File: src/gdsf_pkg.sv
package gdsf_pkg;

   localparam int ENTRIES   = 64;
   localparam int SLOT_W    = $clog2(ENTRIES);
   localparam int CNT_W     = SLOT_W + 1;
   localparam int FRAC_BITS = 32;
   localparam int PRIO_W    = 64;
   localparam int ID_W      = 64;
   localparam int SIZE_W    = 32;
   localparam int HITS_W    = 32;
   localparam int BYTES_W   = 40;
   localparam int EVICT_W   = 7;
   localparam int DIVQ_W    = 64;
   localparam int DIVN_W    = HITS_W + FRAC_BITS;

   localparam logic [0:0] CSR_CAPACITY = 1'd0;
   localparam logic [0:0] CSR_POLICY   = 1'd1;

   typedef enum logic [1:0] {
      POL_GD   = 2'd0,
      POL_GDS  = 2'd1,
      POL_GDSF = 2'd2
   } policy_type;

   typedef struct packed {
      logic              start;
      logic [HITS_W-1:0] count;
      logic [SIZE_W-1:0] size;
   } div_req_type;

   typedef struct packed {
      logic              done;
      logic [DIVQ_W-1:0] quotient;
   } div_rsp_type;

endpackage

File: src/gdsf_div.sv
module gdsf_div
   import gdsf_pkg::*;
(
   input  logic        clock,
   input  logic        reset,
   input  div_req_type div_req,
   output div_rsp_type div_rsp
);

   localparam int STEP_W = $clog2(DIVN_W + 1);

   logic [DIVN_W-1:0] num_ff, num_in;
   logic [SIZE_W:0]   rem_ff, rem_in;
   logic [SIZE_W-1:0] den_ff, den_in;
   logic [STEP_W-1:0] step_ff, step_in;
   logic              busy_ff, busy_in;
   logic              done_ff, done_in;
   logic [SIZE_W:0]   trial;

   // One quotient bit per cycle, restoring division.
   always_comb begin
      num_in  = num_ff;
      rem_in  = rem_ff;
      den_in  = den_ff;
      step_in = step_ff;
      busy_in = busy_ff;
      done_in = 1'b0;
      trial   = {rem_ff[SIZE_W-1:0], num_ff[DIVN_W-1]};
      if (div_req.start) begin
         num_in  = {div_req.count, {FRAC_BITS{1'b0}}};
         rem_in  = '0;
         den_in  = (div_req.size == '0) ? SIZE_W'(1) : div_req.size;
         step_in = STEP_W'(DIVN_W);
         busy_in = 1'b1;
      end else if (busy_ff) begin
         if (trial >= {1'b0, den_ff}) begin
            rem_in = trial - {1'b0, den_ff};
            num_in = {num_ff[DIVN_W-2:0], 1'b1};
         end else begin
            rem_in = trial;
            num_in = {num_ff[DIVN_W-2:0], 1'b0};
         end
         step_in = step_ff - STEP_W'(1);
         if (step_ff == STEP_W'(1)) begin
            busy_in = 1'b0;
            done_in = 1'b1;
         end
      end
   end

   always_ff @(posedge clock) begin
      if (reset) begin
         busy_ff <= 1'b0;
         done_ff <= 1'b0;
         step_ff <= '0;
      end else begin
         busy_ff <= busy_in;
         done_ff <= done_in;
         step_ff <= step_in;
      end
      num_ff <= num_in;
      rem_ff <= rem_in;
      den_ff <= den_in;
   end

   assign div_rsp.done     = done_ff;
   assign div_rsp.quotient = DIVQ_W'(num_ff);

endmodule

File: config.mk
export PLATFORM = sky130hd
export DESIGN_NAME = gdsf_div
export DESIGN_NICKNAME = d
export VERILOG_FILES = /design/src/gdsf_pkg.sv /design/src/gdsf_div.sv
export SDC_FILE = /design/constraint.sdc
export NUM_CORES = 1
export LEC_CHECK = 0
export ABC_AREA = 1
export BUFFER_PORTS_ARGS = -buffer_cell sky130_fd_sc_hd__buf_2
export CAP_MARGIN = 20
export CORE_MARGIN = 1
export CORE_UTILIZATION = 40
export CTS_BUF_LIST = sky130_fd_sc_hd__clkbuf_2 sky130_fd_sc_hd__clkbuf_4 sky130_fd_sc_hd__clkbuf_8
export CTS_CLUSTER_SIZE = 14
export DETAILED_ROUTE_END_ITERATION = 12
export GPL_ROUTABILITY_DRIVEN = 0
export RECOVER_POWER = 100
export SYNTH_ARGS = -nofsm -noshare
export SYNTH_HDL_FRONTEND = slang
export SYNTH_SLANG_ARGS = --single-unit
File: constraint.sdc
create_clock -name clock -period 4.3 [get_ports clock]
set_clock_uncertainty 0.1 [all_clocks]
set_input_delay 1.075 -clock clock [delete_from_list [all_inputs] [get_ports clock]]
set_output_delay 1.075 -clock clock [all_outputs]
set_load 0.02 [all_outputs]
[Word level (Yosys, flattened, before mapping)]
Index checks and enable logic that the tools add are counted.
Operators by class
  add/sub/neg operators: 2
  $mul: 0
  div/mod/pow operators: 0
  $lt $le $gt $ge: 1
  eq/ne operators: 1
  shift operators: 0
  muxes and demuxes: 10
  bitwise operators: 1
  reduce and logical (&&, ||, !) cells: 4
Operators by type and width (count)
  $mux W64: 2
  $ge A33 B32 Y1: 1
  $logic_not A32 Y1: 1
  $mux W32: 1
  $sub A32 B32 Y32: 1
  $mux W7: 2
  $eq A7 B1 Y1 const B: 1
  $sub A7 B1 Y7 const B: 1
  $mux W1: 5
  $reduce_or A3 Y1: 1
  $reduce_bool A2 Y1: 1
  $reduce_or A2 Y1: 1
  $not A1 Y1: 1
Word-level totals
  register bits after elaboration: 137
  bits in latches: 0
  bits in writable memories: 0
  memory bits (read-only): 0
  output and inout bits: 65
  memories: 0

[Longest topological paths before layout]
Gate-level depths: netlist (run 1).
  depth in word-level cells: 4
  mapped depth: 16

[Least setup slack after synthesis (run 1)]
OpenSTA, ideal clock, no wires.
  kind: input to register
  start: input port div_req[64] (netlist name)
  end: register num_ff[32], enable pin
  setup time: 0.409 ns
  arrival: 2.595 ns
  required time: 3.791 ns
  slack: 1.196 ns
  cell stages on the path: 4
  cell sequence: clkbuf_1 -> nor2_1 -> clkinv_1 -> buf_1
On the way
  word-level cells in the longest chain between the ends: 1
Ends and longest elaborated chain
  start, declared: line gdsf_div.sv:6  | input div_req_type div_req,
  $reduce_bool A2 Y1 (no line)
  end signal, assigned: line gdsf_div.sv:61  | num_ff <= num_in;
  end, declared: line gdsf_div.sv:12  | logic [DIVN_W-1:0] num_ff, num_in;
No other way between the ends.
A chain may end at the register's enable or synchronous reset.

[Worst setup path in the final report (run 1)]
  start: input port div_req[64] (netlist name)
  end: register num_ff[48], enable pin
Same word-level chain as after synthesis.

==> results of run 1 <==
==> cell families (layout without fill, tap and decap cells) <==
group,Yosys count,in the layout
AO/OA/AOI/OAI,109,109
buffers and inverters,274,385
XOR/XNOR,15,15
adder cells (fa/ha/maj),35,35
AND/OR/NAND/NOR,511,511
flip-flops,137,137
==> cells in the final DEF, fill, tap and decap left out, drive strengths merged, types with 2 or more instances in the layout <==
cell / n
a21oi: 21
a22o: 31
and2: 4
buf: 54
clkbuf: 102
clkinv: 2
dfxtp: 73
edfxtp: 64
ha: 34
inv: 226
nand2: 338
nand3: 81
nand3b: 10
nand4: 7
nor2: 50
nor3: 9
nor4: 12
o21a: 2
o21ai: 18
o21bai: 3
o22ai: 31
xnor2: 13
xor2: 2
==> routing by layer <==
metal,vias to the layer above,GRT usage [%]
met1,3171,25.98
met2,213,36.23
met4,0,5.433
li1,3615,-
met5,-,0
met3,21,6.405
==> through the flow <==
step	cell area [um2]	hold WS [ns]	utilization, %
after CTS	9155	0.3771	47.04
final	9046	0.3714	46.48
after global routing	9046	0.3911	46.48
after detailed placement	8758	0.3608	45.00
after global placement	8758	0.3621	45.00
after floorplan	7941	0.3307	-
==> state kept, by name (all words and copies together) (netlist names) <==
signal	count
step_ff	7
den_ff	32
num_ff	64
busy_ff	1
rem_ff	32
done_ff	1
==> Yosys cell counts (3+ instances only) <==
cell | instances | share of area, %
nor3_1 | 8 | 0.50
edfxtp_1 | 64 | 24
o21ai_1 | 10 | 0.63
buf_6 | 3 | 0.43
xnor2_1 | 13 | 1.4
and2_1 | 4 | 0.32
dfxtp_1 | 73 | 18
buf_1 | 7 | 0.33
ha_1 | 34 | 5.4
buf_2 | 6 | 0.38
nor2_4 | 3 | 0.43
nand2_2 | 7 | 0.55
nor2_1 | 42 | 2.0
nand3b_1 | 10 | 0.95
o22ai_1 | 31 | 2.4
nand4_1 | 7 | 0.55
nand2_1 | 330 | 16
o21bai_1 | 3 | 0.28
a21oi_1 | 20 | 1.3
nand3_1 | 80 | 5.0
inv_1 | 213 | 10
nor2_2 | 5 | 0.39
o21ai_0 | 8 | 0.50
nor4_1 | 12 | 0.95
a22o_1 | 31 | 3.4
clkbuf_1 | 42 | 2.0
==> path summary, 6_finish.rpt <==
kind,cells past startpoint,to
hold reg to reg,2,rem_ff[17]
hold / removal,2,rem_ff[17]
setup / recovery,5,num_ff[48]
setup reg to reg,14,rem_ff[31]
==> worst reg2reg max path, cell delays in order, from the launching register on <==
cell and delay, ns:
edfxtp_1 0.33, inv_1 0.05, ha_1 0.43, nand2_1 0.20
nor2_1 0.17, nand2_1 0.08, nand2_1 0.09, nand2_1 0.06
nand2_1 0.10, nor2_4 0.05, nand2_4 0.32, nand2_1 0.37
nand2_1 0.15, nand2_1 0.06, nand2_1 0.05
==> final cells by class <==
cell class | instances | area [um2]
sequential | 137 | 3383
inverter | 215 | 807.0
timing repair buffer | 138 | 626.9
multi-input combinational | 670 | 3501
clock inverter | 14 | 148.9
clock buffer | 18 | 247.7
fill | 2023 | 10420
tap | 265 | 331.6
==> power by group through the flow <==
stage	sequential [W]	clock [W]	combinational, W
floorplan	0.00152	0	0.000199
global placement	0.00149	0	0.000359
detailed placement	0.00149	0	0.000362
CTS	0.00146	0.00111	0.000362
global route	0.00147	0.00117	0.000387
finish	0.00146	0.00108	0.000350
==> flow_metrics.env, run 1 <==
export IMPL_run_status="finished clean"
export IMPL_finish_cell_count_without_fillers=1457
export IMPL_p_total_w=0.002897
export IMPL_wl_met2_um=9698
export IMPL_ctsLongestPathBuffers=2
export IMPL_core_region_area_mm2=0.01946
export IMPL_dominantRegCellSynth="dfxtp_1"
export IMPL_die_y_um=142.9
export IMPL_worst_slack_ns=1.162
export IMPL_design_die_area_mm2=0.02042
export IMPL_r2r_setup_slack_ns=1.63
export IMPL_htree_num_levels=4
export IMPL_antenna_diode_count=0
export IMPL_grt_pass1_wl_um=33420
export IMPL_die_width_um=142.9
export IMPL_first_global_vias=6893
export IMPL_worst_slew_pin_slew_ns=1.381
export IMPL_drt_iter0_markers=401
export IMPL_cts_tree="built"
export IMPL_worstPathBufferInverterCount=4
export IMPL_groute_usage_overall_pct=21.25
export IMPL_syn_nets=1183
export IMPL_netSwitchingPower_w=0.0008505
export IMPL_pwr_density_cell_mw_per_mm2=320.2
export IMPL_minimum_period_implied_by_the_final_worst_setup_slack_ns=3.138
export IMPL_synthesis_area_mm2=0.007941
export IMPL_maxCapViolCount=0
export IMPL_synth_simple_gate_area_share_pct=27.65
export IMPL_totalWireLength_um=20500
export IMPL_cts_resized_gates=0
export IMPL_detail_route_wl_per_cell_um=14.07
export IMPL_crit_path_cell_trace="clkbuf_1, nor2_1, buf_4, inv_2, buf_12"
export IMPL_critical_path_arrival_ns=3.16
export IMPL_grt_setup_unrepaired="no"
export IMPL_worstHoldPathType="flip-flop to flip-flop"
export IMPL_p_leak_nw=4.355
export IMPL_seq_area_frac_synth_pct=42.60
export IMPL_cts_root_buffer_cell="clkbuf_8"
export IMPL_drt_first_pass_iters=5
export IMPL_final_hold_viol_count=0
export IMPL_comb_power_share_pct=12.1
export IMPL_area_growth_syn_to_layout_pct=13.91
export IMPL_critPathTopFamily="buffers and inverters"
export IMPL_drv_slew=0
export IMPL_postCtsSetupRepairBufs=0
export IMPL_setup_viol=0
export IMPL_intPower_w=0.002046
export IMPL_global_route_overflow_total=0
export IMPL_cts_inserted_buffers=17
export IMPL_synth_area_mux_share_pct=0
export IMPL_postRouteAntennaNets=0
export IMPL_worst_r2r_startpoint="den_ff[22]"
export IMPL_synth_warnings=0
export IMPL_rows=51
export IMPL_setup_total_negative_slack_ns=0
export IMPL_critical_path_peak_fanout=52
export IMPL_synth_enable_flop_cells=64
export IMPL_cp_slowest_stage_delay_ns=0.97
export IMPL_route_top_layer_used="met4"
export IMPL_met3_wirelength_um=1349
export IMPL_dp_slack_ns=1.198
export IMPL_worst_endpoint_required_ns=4.32
export IMPL_met1Wirelength_um=9181
export IMPL_drt_vias_per_instance=4.818
export IMPL_synth_top_family_by_area="simple AND/OR/NAND/NOR gates"
export IMPL_io_buffer_count=131
export IMPL_clock_transition_at_the_registers_of_the_reported_paths_ns=0.08
export IMPL_pwr_share_clk_pct=37.4
export IMPL_ys_async_rst_share_pct=0
export IMPL_hold_sp="rem_ff[17]"
export IMPL_routed_via_count=7020
export IMPL_synth_fa_ha_area_share_pct=5.609
export IMPL_critPathKind="input port to flip-flop"
export IMPL_place_detailed_hpwl_um=15530
export IMPL_clock_latency_on_the_worst_skew_pair_ns=0.45
export IMPL_yosys_cell_types_count=39
export IMPL_ctsHoldBuffers=0
export IMPL_post_place_cells=1425
export IMPL_fmaxAchievable_mhz=318.7
export IMPL_vdd_ir_drop_max_uv=195.0
export IMPL_power_share_switching_pct=29.36
export IMPL_synth_compound_gate_area_share_pct=9.107
export IMPL_power_frac_seq_pct=50.5
export IMPL_route_detailed_drc=0
export IMPL_grt_start_max_net_pins=53
export IMPL_cpMaxStageDelayCell="clkbuf_1"
export IMPL_synth_xor_xnor_area_share_pct=1.654
export IMPL_max_slew_margin_rel_pct=7.941
export IMPL_fin_crit_sh_pct=72.97
export IMPL_startpoint="div_req[64]"
export IMPL_ys_ff_latch=137
export IMPL_avgSynthCellArea_um2=7.346
export IMPL_timing_critical_path_from_type="input port"
export IMPL_critPathCaptureType="flip-flop"
export IMPL_netlist_instances=1081
export IMPL_initial_core_utilization_pct=40.80
export IMPL_drive_above_1_share_pct=9.060
export IMPL_nets=1281
export IMPL_tritoncts_num_sinks=137
export IMPL_initial_antenna_violation_count=0
export IMPL_floorplan_io_pins=132
Note: power is estimated with default switching activity, not from simulation.
==> run 2, diff against run 1 <==
==> constraint.sdc (replaced) <==
create_clock -name clock -period 2.9 [get_ports clock]
set_clock_uncertainty 0.1 [all_clocks]
set_input_delay 0.725 -clock clock [delete_from_list [all_inputs] [get_ports clock]]
set_output_delay 0.725 -clock clock [all_outputs]
set_load 0.02 [all_outputs]
==> run 2 against run 1 <==
Final cell count grew 0.27%. Critical endpoint is now done_ff. The flow now finishes with violations (capacitance limit, slew limit). Largest cell class unchanged. Final area grew 0.18%. Sequential cell count is the same. Sequential share of layout area shrank 0.067 points. Sequential power grew 49%. Count of clock-buffer cells in the layout shrank 1.
==> flow_metrics.env, run 2 (synthesized netlist as in run 1, its figures left out) <==
export IMPL_run_status="finished with violations"
export IMPL_failing_checks="capacitance limit, slew limit"
export IMPL_design_die_area_mm2=0.02042
export IMPL_place_detailed_hpwl_um=16110
export IMPL_final_cell_mix="332 x nand2_1, 214 x inv_1, 90 x clkbuf_1, 80 x nand3_1, 73 x dfxtp_1"
export IMPL_clock_transition_at_the_registers_of_the_reported_paths_ns=0.10
export IMPL_drv_slew=66
export IMPL_vdd_ir_drop_max_uv=311.7
export IMPL_largest_register="num_ff"
export IMPL_rows=51
export IMPL_area_growth_syn_to_layout_pct=14.12
export IMPL_worstPathBufferInverterCount=3
export IMPL_place_area_mm2=0.008781
export IMPL_grt_setup_unrepaired="no"
export IMPL_detail_route_wl_per_cell_um=14.51
export IMPL_cts_resized_gates=0
export IMPL_r2r_setup_slack_ns=0.38
export IMPL_worst_slew_pin_slew_ns=1.601
export IMPL_layout_commonest_cell="nand2_1"
export IMPL_comb_power_share_pct=11.8
export IMPL_worstHoldPathType="input port to flip-flop"
export IMPL_grt_start_max_net_pins=66
export IMPL_global_route_overflow_total=0
export IMPL_cts_root_buffer_cell="clkbuf_8"
export IMPL_critPathKind="input port to flip-flop"
export IMPL_drive_above_1_share_pct=8.536
export IMPL_critPathTopFamily="buffers and inverters"
export IMPL_setup_total_negative_slack_ns=0
export IMPL_fin_crit_sh_pct=91.10
export IMPL_postCtsSetupRepairBufs=0
export IMPL_p_leak_nw=4.351
export IMPL_cpMaxStageDelayCell="clkbuf_2"
export IMPL_first_global_vias=6745
export IMPL_io_buffer_count=131
export IMPL_worst_endpoint_required_ns=3.14
export IMPL_nets=1284
export IMPL_critPathCaptureType="flip-flop"
export IMPL_power_frac_seq_pct=49.6
export IMPL_die_width_um=142.9
export IMPL_groute_usage_overall_pct=21.95
export IMPL_timing_hold_ws_ns=0.3203
export IMPL_largest_registers="num_ff: 64 flops, den_ff: 32 flops, rem_ff: 32 flops"
export IMPL_r2r_end="rem_ff[7]"
export IMPL_routed_via_count=7093
export IMPL_initial_antenna_violation_count=1
export IMPL_cts_inserted_buffers=17
export IMPL_crit_path_cell_trace="clkbuf_1, clkbuf_2, inv_1, nand2_1, nor4_1"
export IMPL_initial_core_utilization_pct=40.80
export IMPL_pwr_share_clk_pct=38.6
export IMPL_power_share_switching_pct=30.56
export IMPL_setup_viol=0
export IMPL_maxCapViolCount=1
export IMPL_pwr_density_cell_mw_per_mm2=482.4
export IMPL_max_slew_margin_rel_pct=-6.767
export IMPL_post_route_util_pct=46.56
export IMPL_design_area_mm2=0.009062
export IMPL_floorplan_io_pins=132
export IMPL_drt_iter0_markers=381
export IMPL_r2r_worst_path_cells=14
export IMPL_cp_slowest_stage_delay_ns=1.20
export IMPL_intPower_w=0.003036
export IMPL_critical_path_endpoint="done_ff"
export IMPL_startpoint="div_req[64]"
export IMPL_minimum_period_implied_by_the_final_worst_setup_slack_ns=2.642
export IMPL_clock_latency_on_the_worst_skew_pair_ns=0.47
export IMPL_critical_path_peak_fanout=65
export IMPL_final_hold_viol_count=0
export IMPL_postRouteAntennaNets=0
export IMPL_tritoncts_num_sinks=137
export IMPL_ctsLongestPathBuffers=2
export IMPL_core_region_area_mm2=0.01946
export IMPL_htree_num_levels=4
export IMPL_route_detailed_drc=0
export IMPL_cts_tree="built"
export IMPL_ctsHoldBuffers=0
export IMPL_drt_first_pass_iters=5
export IMPL_drt_vias_per_instance=4.855
export IMPL_timing_critical_path_from_type="input port"
export IMPL_critical_path_depth=5
export IMPL_largest_reg_flops=64
export IMPL_grt_pass1_wl_um=34340
export IMPL_die_y_um=142.9
export IMPL_totalWireLength_um=21200
export IMPL_netSwitchingPower_w=0.001336
export IMPL_critical_path_arrival_ns=2.89
export IMPL_worst_r2r_startpoint="den_ff[1]"
export IMPL_fmaxAchievable_mhz=378.5
-- run 2: cell type report --
class / instances / area (um2)
Timing Repair Buffer: 141 / 610.6
Tap cell: 265 / 331.6
Sequential cell: 137 / 3383
Antenna cell: 1 / 2.502
Multi-Input combinational cell: 670 / 3498
Clock buffer: 17 / 234.0
Inverter: 215 / 807.0
Clock inverter: 15 / 195.2
Fill cell: 2045 / 10400
-- run 2: worst reg2reg max path: stages (launching register included) --
cell      delay (ns)
edfxtp_1        0.40
inv_1           0.06
ha_1            0.37
nand2_1         0.08
nor2_1          0.13
nand3_1         0.11
nand3_2         0.12
nand2_1         0.07
nand2_1         0.09
nand2_1         0.11
nand2_4         0.29
buf_4           0.24
nand2_1         0.07
nand3_1         0.07
o21ai_0         0.08
-- run 2: routing by layer --
layer | track usage [%] | up-vias | wire [um]
li1 | - | 3625 | -
met1 | 28.04 | 3209 | 9472
met2 | 35.58 | 227 | 9731
met3 | 5.634 | 32 | 1469
met4 | 8.036 | 0 | 525
met5 | 0 | - | 0
-- run 2: worst min-delay path by stage --
stage          slack (ns)  startpoint    endpoint  depth (start not counted)
2_1_floorplan        0.33  step_ff[6]     done_ff                          1
6_report             0.32       reset     busy_ff                          2
3_5_place_dp         0.36  rem_ff[25]  rem_ff[25]                          2
5_1_grt              0.30       reset     busy_ff                          2
4_1_cts              0.29       reset     busy_ff                          2
3_3_place_gp         0.36  rem_ff[25]  rem_ff[25]                          2
-- run 2: metrics by stage --
step	cells	worst slack (ns)	power, W
2_1_floorplan	1081	0.1460	0.002550
3_5_place_dp	1428	0.4358	0.002747
5_1_grt	1461	0.09902	0.004550
4_1_cts	1460	0.4078	0.004436
3_3_place_gp	1428	0.4759	0.002749
6_report	1461	0.2582	0.004372
-- run 2: power by group through the flow --
stage	logic [W]	registers (W)	clock network [W]
6_report	0.000514	0.00217	0.00169
5_1_grt	0.000569	0.00218	0.00180
4_1_cts	0.000539	0.00217	0.00173
3_5_place_dp	0.000539	0.00221	0
3_3_place_gp	0.000538	0.00221	0
2_1_floorplan	0.000295	0.00225	0
==> run 3, diff against run 2 <==
==> constraint.sdc (replaced) <==
create_clock -name clock -period 3 [get_ports clock]
set_clock_uncertainty 0.1 [all_clocks]
set_input_delay 0.75 -clock clock [delete_from_list [all_inputs] [get_ports clock]]
set_output_delay 0.75 -clock clock [all_outputs]
set_load 0.02 [all_outputs]
==> run 3 against run 2 <==
The flow now finishes without violations. Hold slack gained 0.046 ns. Via count shrank 0.31%. Critical path depth grew 9. Final cell count is essentially flat. Non-clock buffer count grew 2. Clock power shrank 4%. Largest power group unchanged. Power shrank 3.4%. First-iteration DRC count shrank 15%. Register-to-register slack is essentially flat. Sequential power shrank 3%.
==> flow_metrics.env, run 3 (synthesized netlist as in run 1, its figures left out) <==
export IMPL_run_status="finished clean"
export IMPL_routed_via_count=7071
export IMPL_floorplan_io_pins=132
export IMPL_fmaxAchievable_mhz=383.6
export IMPL_worstPathBufferInverterCount=2
export IMPL_place_detailed_hpwl_um=16310
export IMPL_cp_slowest_stage_delay_ns=0.35
export IMPL_r2r_setup_slack_ns=0.39
export IMPL_r2r_end="rem_ff[23]"
export IMPL_drt_vias_per_instance=4.837
export IMPL_core_region_area_mm2=0.01946
export IMPL_critPathCaptureType="flip-flop"
export IMPL_timing_critical_path_from_type="flip-flop"
export IMPL_grt_pass1_wl_um=34020
export IMPL_critical_path_top_cell_by_count="nand2_1"
export IMPL_route_detailed_drc=0
export IMPL_max_slew_margin_rel_pct=20.25
export IMPL_crit_path_cell_trace="inv_1, ha_1, nand2_1, nor2_1, nand3_1, nand3_1, nand2_1, nand2_2, nand2_1, nand2_4, buf_4, nand3_1, nand2_1, nand2_1"
export IMPL_critical_path_peak_fanout=20
export IMPL_worst_r2r_startpoint="den_ff[7]"
export IMPL_initial_core_utilization_pct=40.80
export IMPL_clock_latency_on_the_worst_skew_pair_ns=0.46
export IMPL_startpoint="den_ff[7]"
export IMPL_nets=1286
export IMPL_critical_path_depth=14
export IMPL_intPower_w=0.002938
export IMPL_critPathTopFamily="simple AND/OR/NAND/NOR gates"
export IMPL_die_y_um=142.9
export IMPL_rows=51
export IMPL_comb_power_share_pct=11.8
export IMPL_grt_start_max_net_pins=47
export IMPL_ctsLongestPathBuffers=2
export IMPL_largest_reg_flops=64
export IMPL_worstHoldPathType="input port to flip-flop"
export IMPL_io_buffer_count=131
export IMPL_power_frac_seq_pct=49.6
export IMPL_drive_above_1_share_pct=8.605
export IMPL_cts_resized_gates=0
export IMPL_totalWireLength_um=21070
export IMPL_drt_iter0_markers=323
export IMPL_setup_viol=0
export IMPL_setup_total_negative_slack_ns=0
export IMPL_first_global_vias=6793
export IMPL_critical_path_arrival_ns=2.86
export IMPL_p_leak_nw=4.357
export IMPL_worst_endpoint_required_ns=3.25
export IMPL_post_route_util_pct=46.63
export IMPL_cpMaxStageDelayCell="ha_1"
export IMPL_antenna_diode_count=0
export IMPL_vdd_ir_drop_max_uv=300.0
export IMPL_r2r_worst_path_cells=14
export IMPL_die_width_um=142.9
export IMPL_cts_tree="built"
export IMPL_timing_hold_ws_ns=0.3659
export IMPL_cts_inserted_buffers=17
export IMPL_htree_num_levels=4
export IMPL_postRouteAntennaNets=0
export IMPL_clock_transition_at_the_registers_of_the_reported_paths_ns=0.09
export IMPL_design_die_area_mm2=0.02042
export IMPL_maxCapViolCount=0
export IMPL_tritoncts_num_sinks=137
export IMPL_minimum_period_implied_by_the_final_worst_setup_slack_ns=2.607
export IMPL_final_cell_mix="331 x nand2_1, 214 x inv_1, 90 x clkbuf_1, 81 x nand3_1, 73 x dfxtp_1"
export IMPL_critPathKind="flip-flop to flip-flop"
export IMPL_ctsHoldBuffers=0
export IMPL_pwr_share_clk_pct=38.5
export IMPL_critical_path_endpoint="rem_ff[23]"
export IMPL_layout_commonest_cell="nand2_1"
export IMPL_initial_antenna_violation_count=0
export IMPL_drv_slew=0
export IMPL_detail_route_wl_per_cell_um=14.41
export IMPL_worst_slew_pin_slew_ns=1.196
export IMPL_netSwitchingPower_w=0.001287
export IMPL_largest_register="num_ff"
export IMPL_groute_usage_overall_pct=21.82
export IMPL_grt_setup_unrepaired="no"
export IMPL_global_route_overflow_total=0
export IMPL_power_share_switching_pct=30.47
export IMPL_fin_crit_sh_pct=86.90
export IMPL_final_hold_viol_count=0
export IMPL_postCtsSetupRepairBufs=0
export IMPL_drt_first_pass_iters=7
export IMPL_area_growth_syn_to_layout_pct=14.27
export IMPL_cts_root_buffer_cell="clkbuf_8"
export IMPL_largest_registers="num_ff: 64 flops, den_ff: 32 flops, rem_ff: 32 flops"
export IMPL_pwr_density_cell_mw_per_mm2=465.6
run 3: layout make-up:
type	instances	area, um2
sequential	137	3383
fill	2039	10390
timing repair buffer	143	635.6
tap	265	331.6
clock buffer	17	234.0
clock inverter	15	195.2
multi-input combinational	670	3488
inverter	215	807.0
run 3: how the worst min path moves through the flow:
stage               startpoint  slack, ns  cells past startpoint    endpoint
floorplan           step_ff[6]       0.33                      1     done_ff
global placement    rem_ff[17]       0.36                      2  rem_ff[17]
detailed placement  rem_ff[26]       0.36                      2  rem_ff[26]
CTS                      reset       0.33                      2     busy_ff
global route             reset       0.34                      2     busy_ff
finish                   reset       0.37                      2     busy_ff
run 3: per-stage QoR:
| step | total power [W] | worst slack [ns] | area, um2 | instances |
|---|---|---|---|---|
| 6_report | 0.004225 | 0.3929 | 9075 | 1462 |
| 5_1_grt | 0.004408 | 0.1738 | 9075 | 1462 |
| 4_1_cts | 0.004303 | 0.4998 | 9213 | 1462 |
| 3_5_place_dp | 0.002655 | 0.5318 | 8783 | 1430 |
| 3_3_place_gp | 0.002656 | 0.5287 | 8783 | 1430 |
| 2_1_floorplan | 0.002465 | 0.2210 | 7941 | 1081 |
run 3: power by group through the flow:
stage	Clock (W)	Combinational (W)	Sequential [W]
after CTS	0.00169	0.000521	0.00210
after floorplan	0	0.000285	0.00218
after global placement	0	0.000518	0.00214
after detailed placement	0	0.000519	0.00214
after global routing	0.00175	0.000554	0.00211
final	0.00163	0.000500	0.00210
run 3: routing by layer:
metal  up-vias  global-route usage [%]  wire length (um)
met4         0                   7.074               340
met5         -                       0                 0
li1       3619                       -                 -
met3        20                   6.405              1484
met1      3223                   27.15              9371
met2       209                   36.10              9876
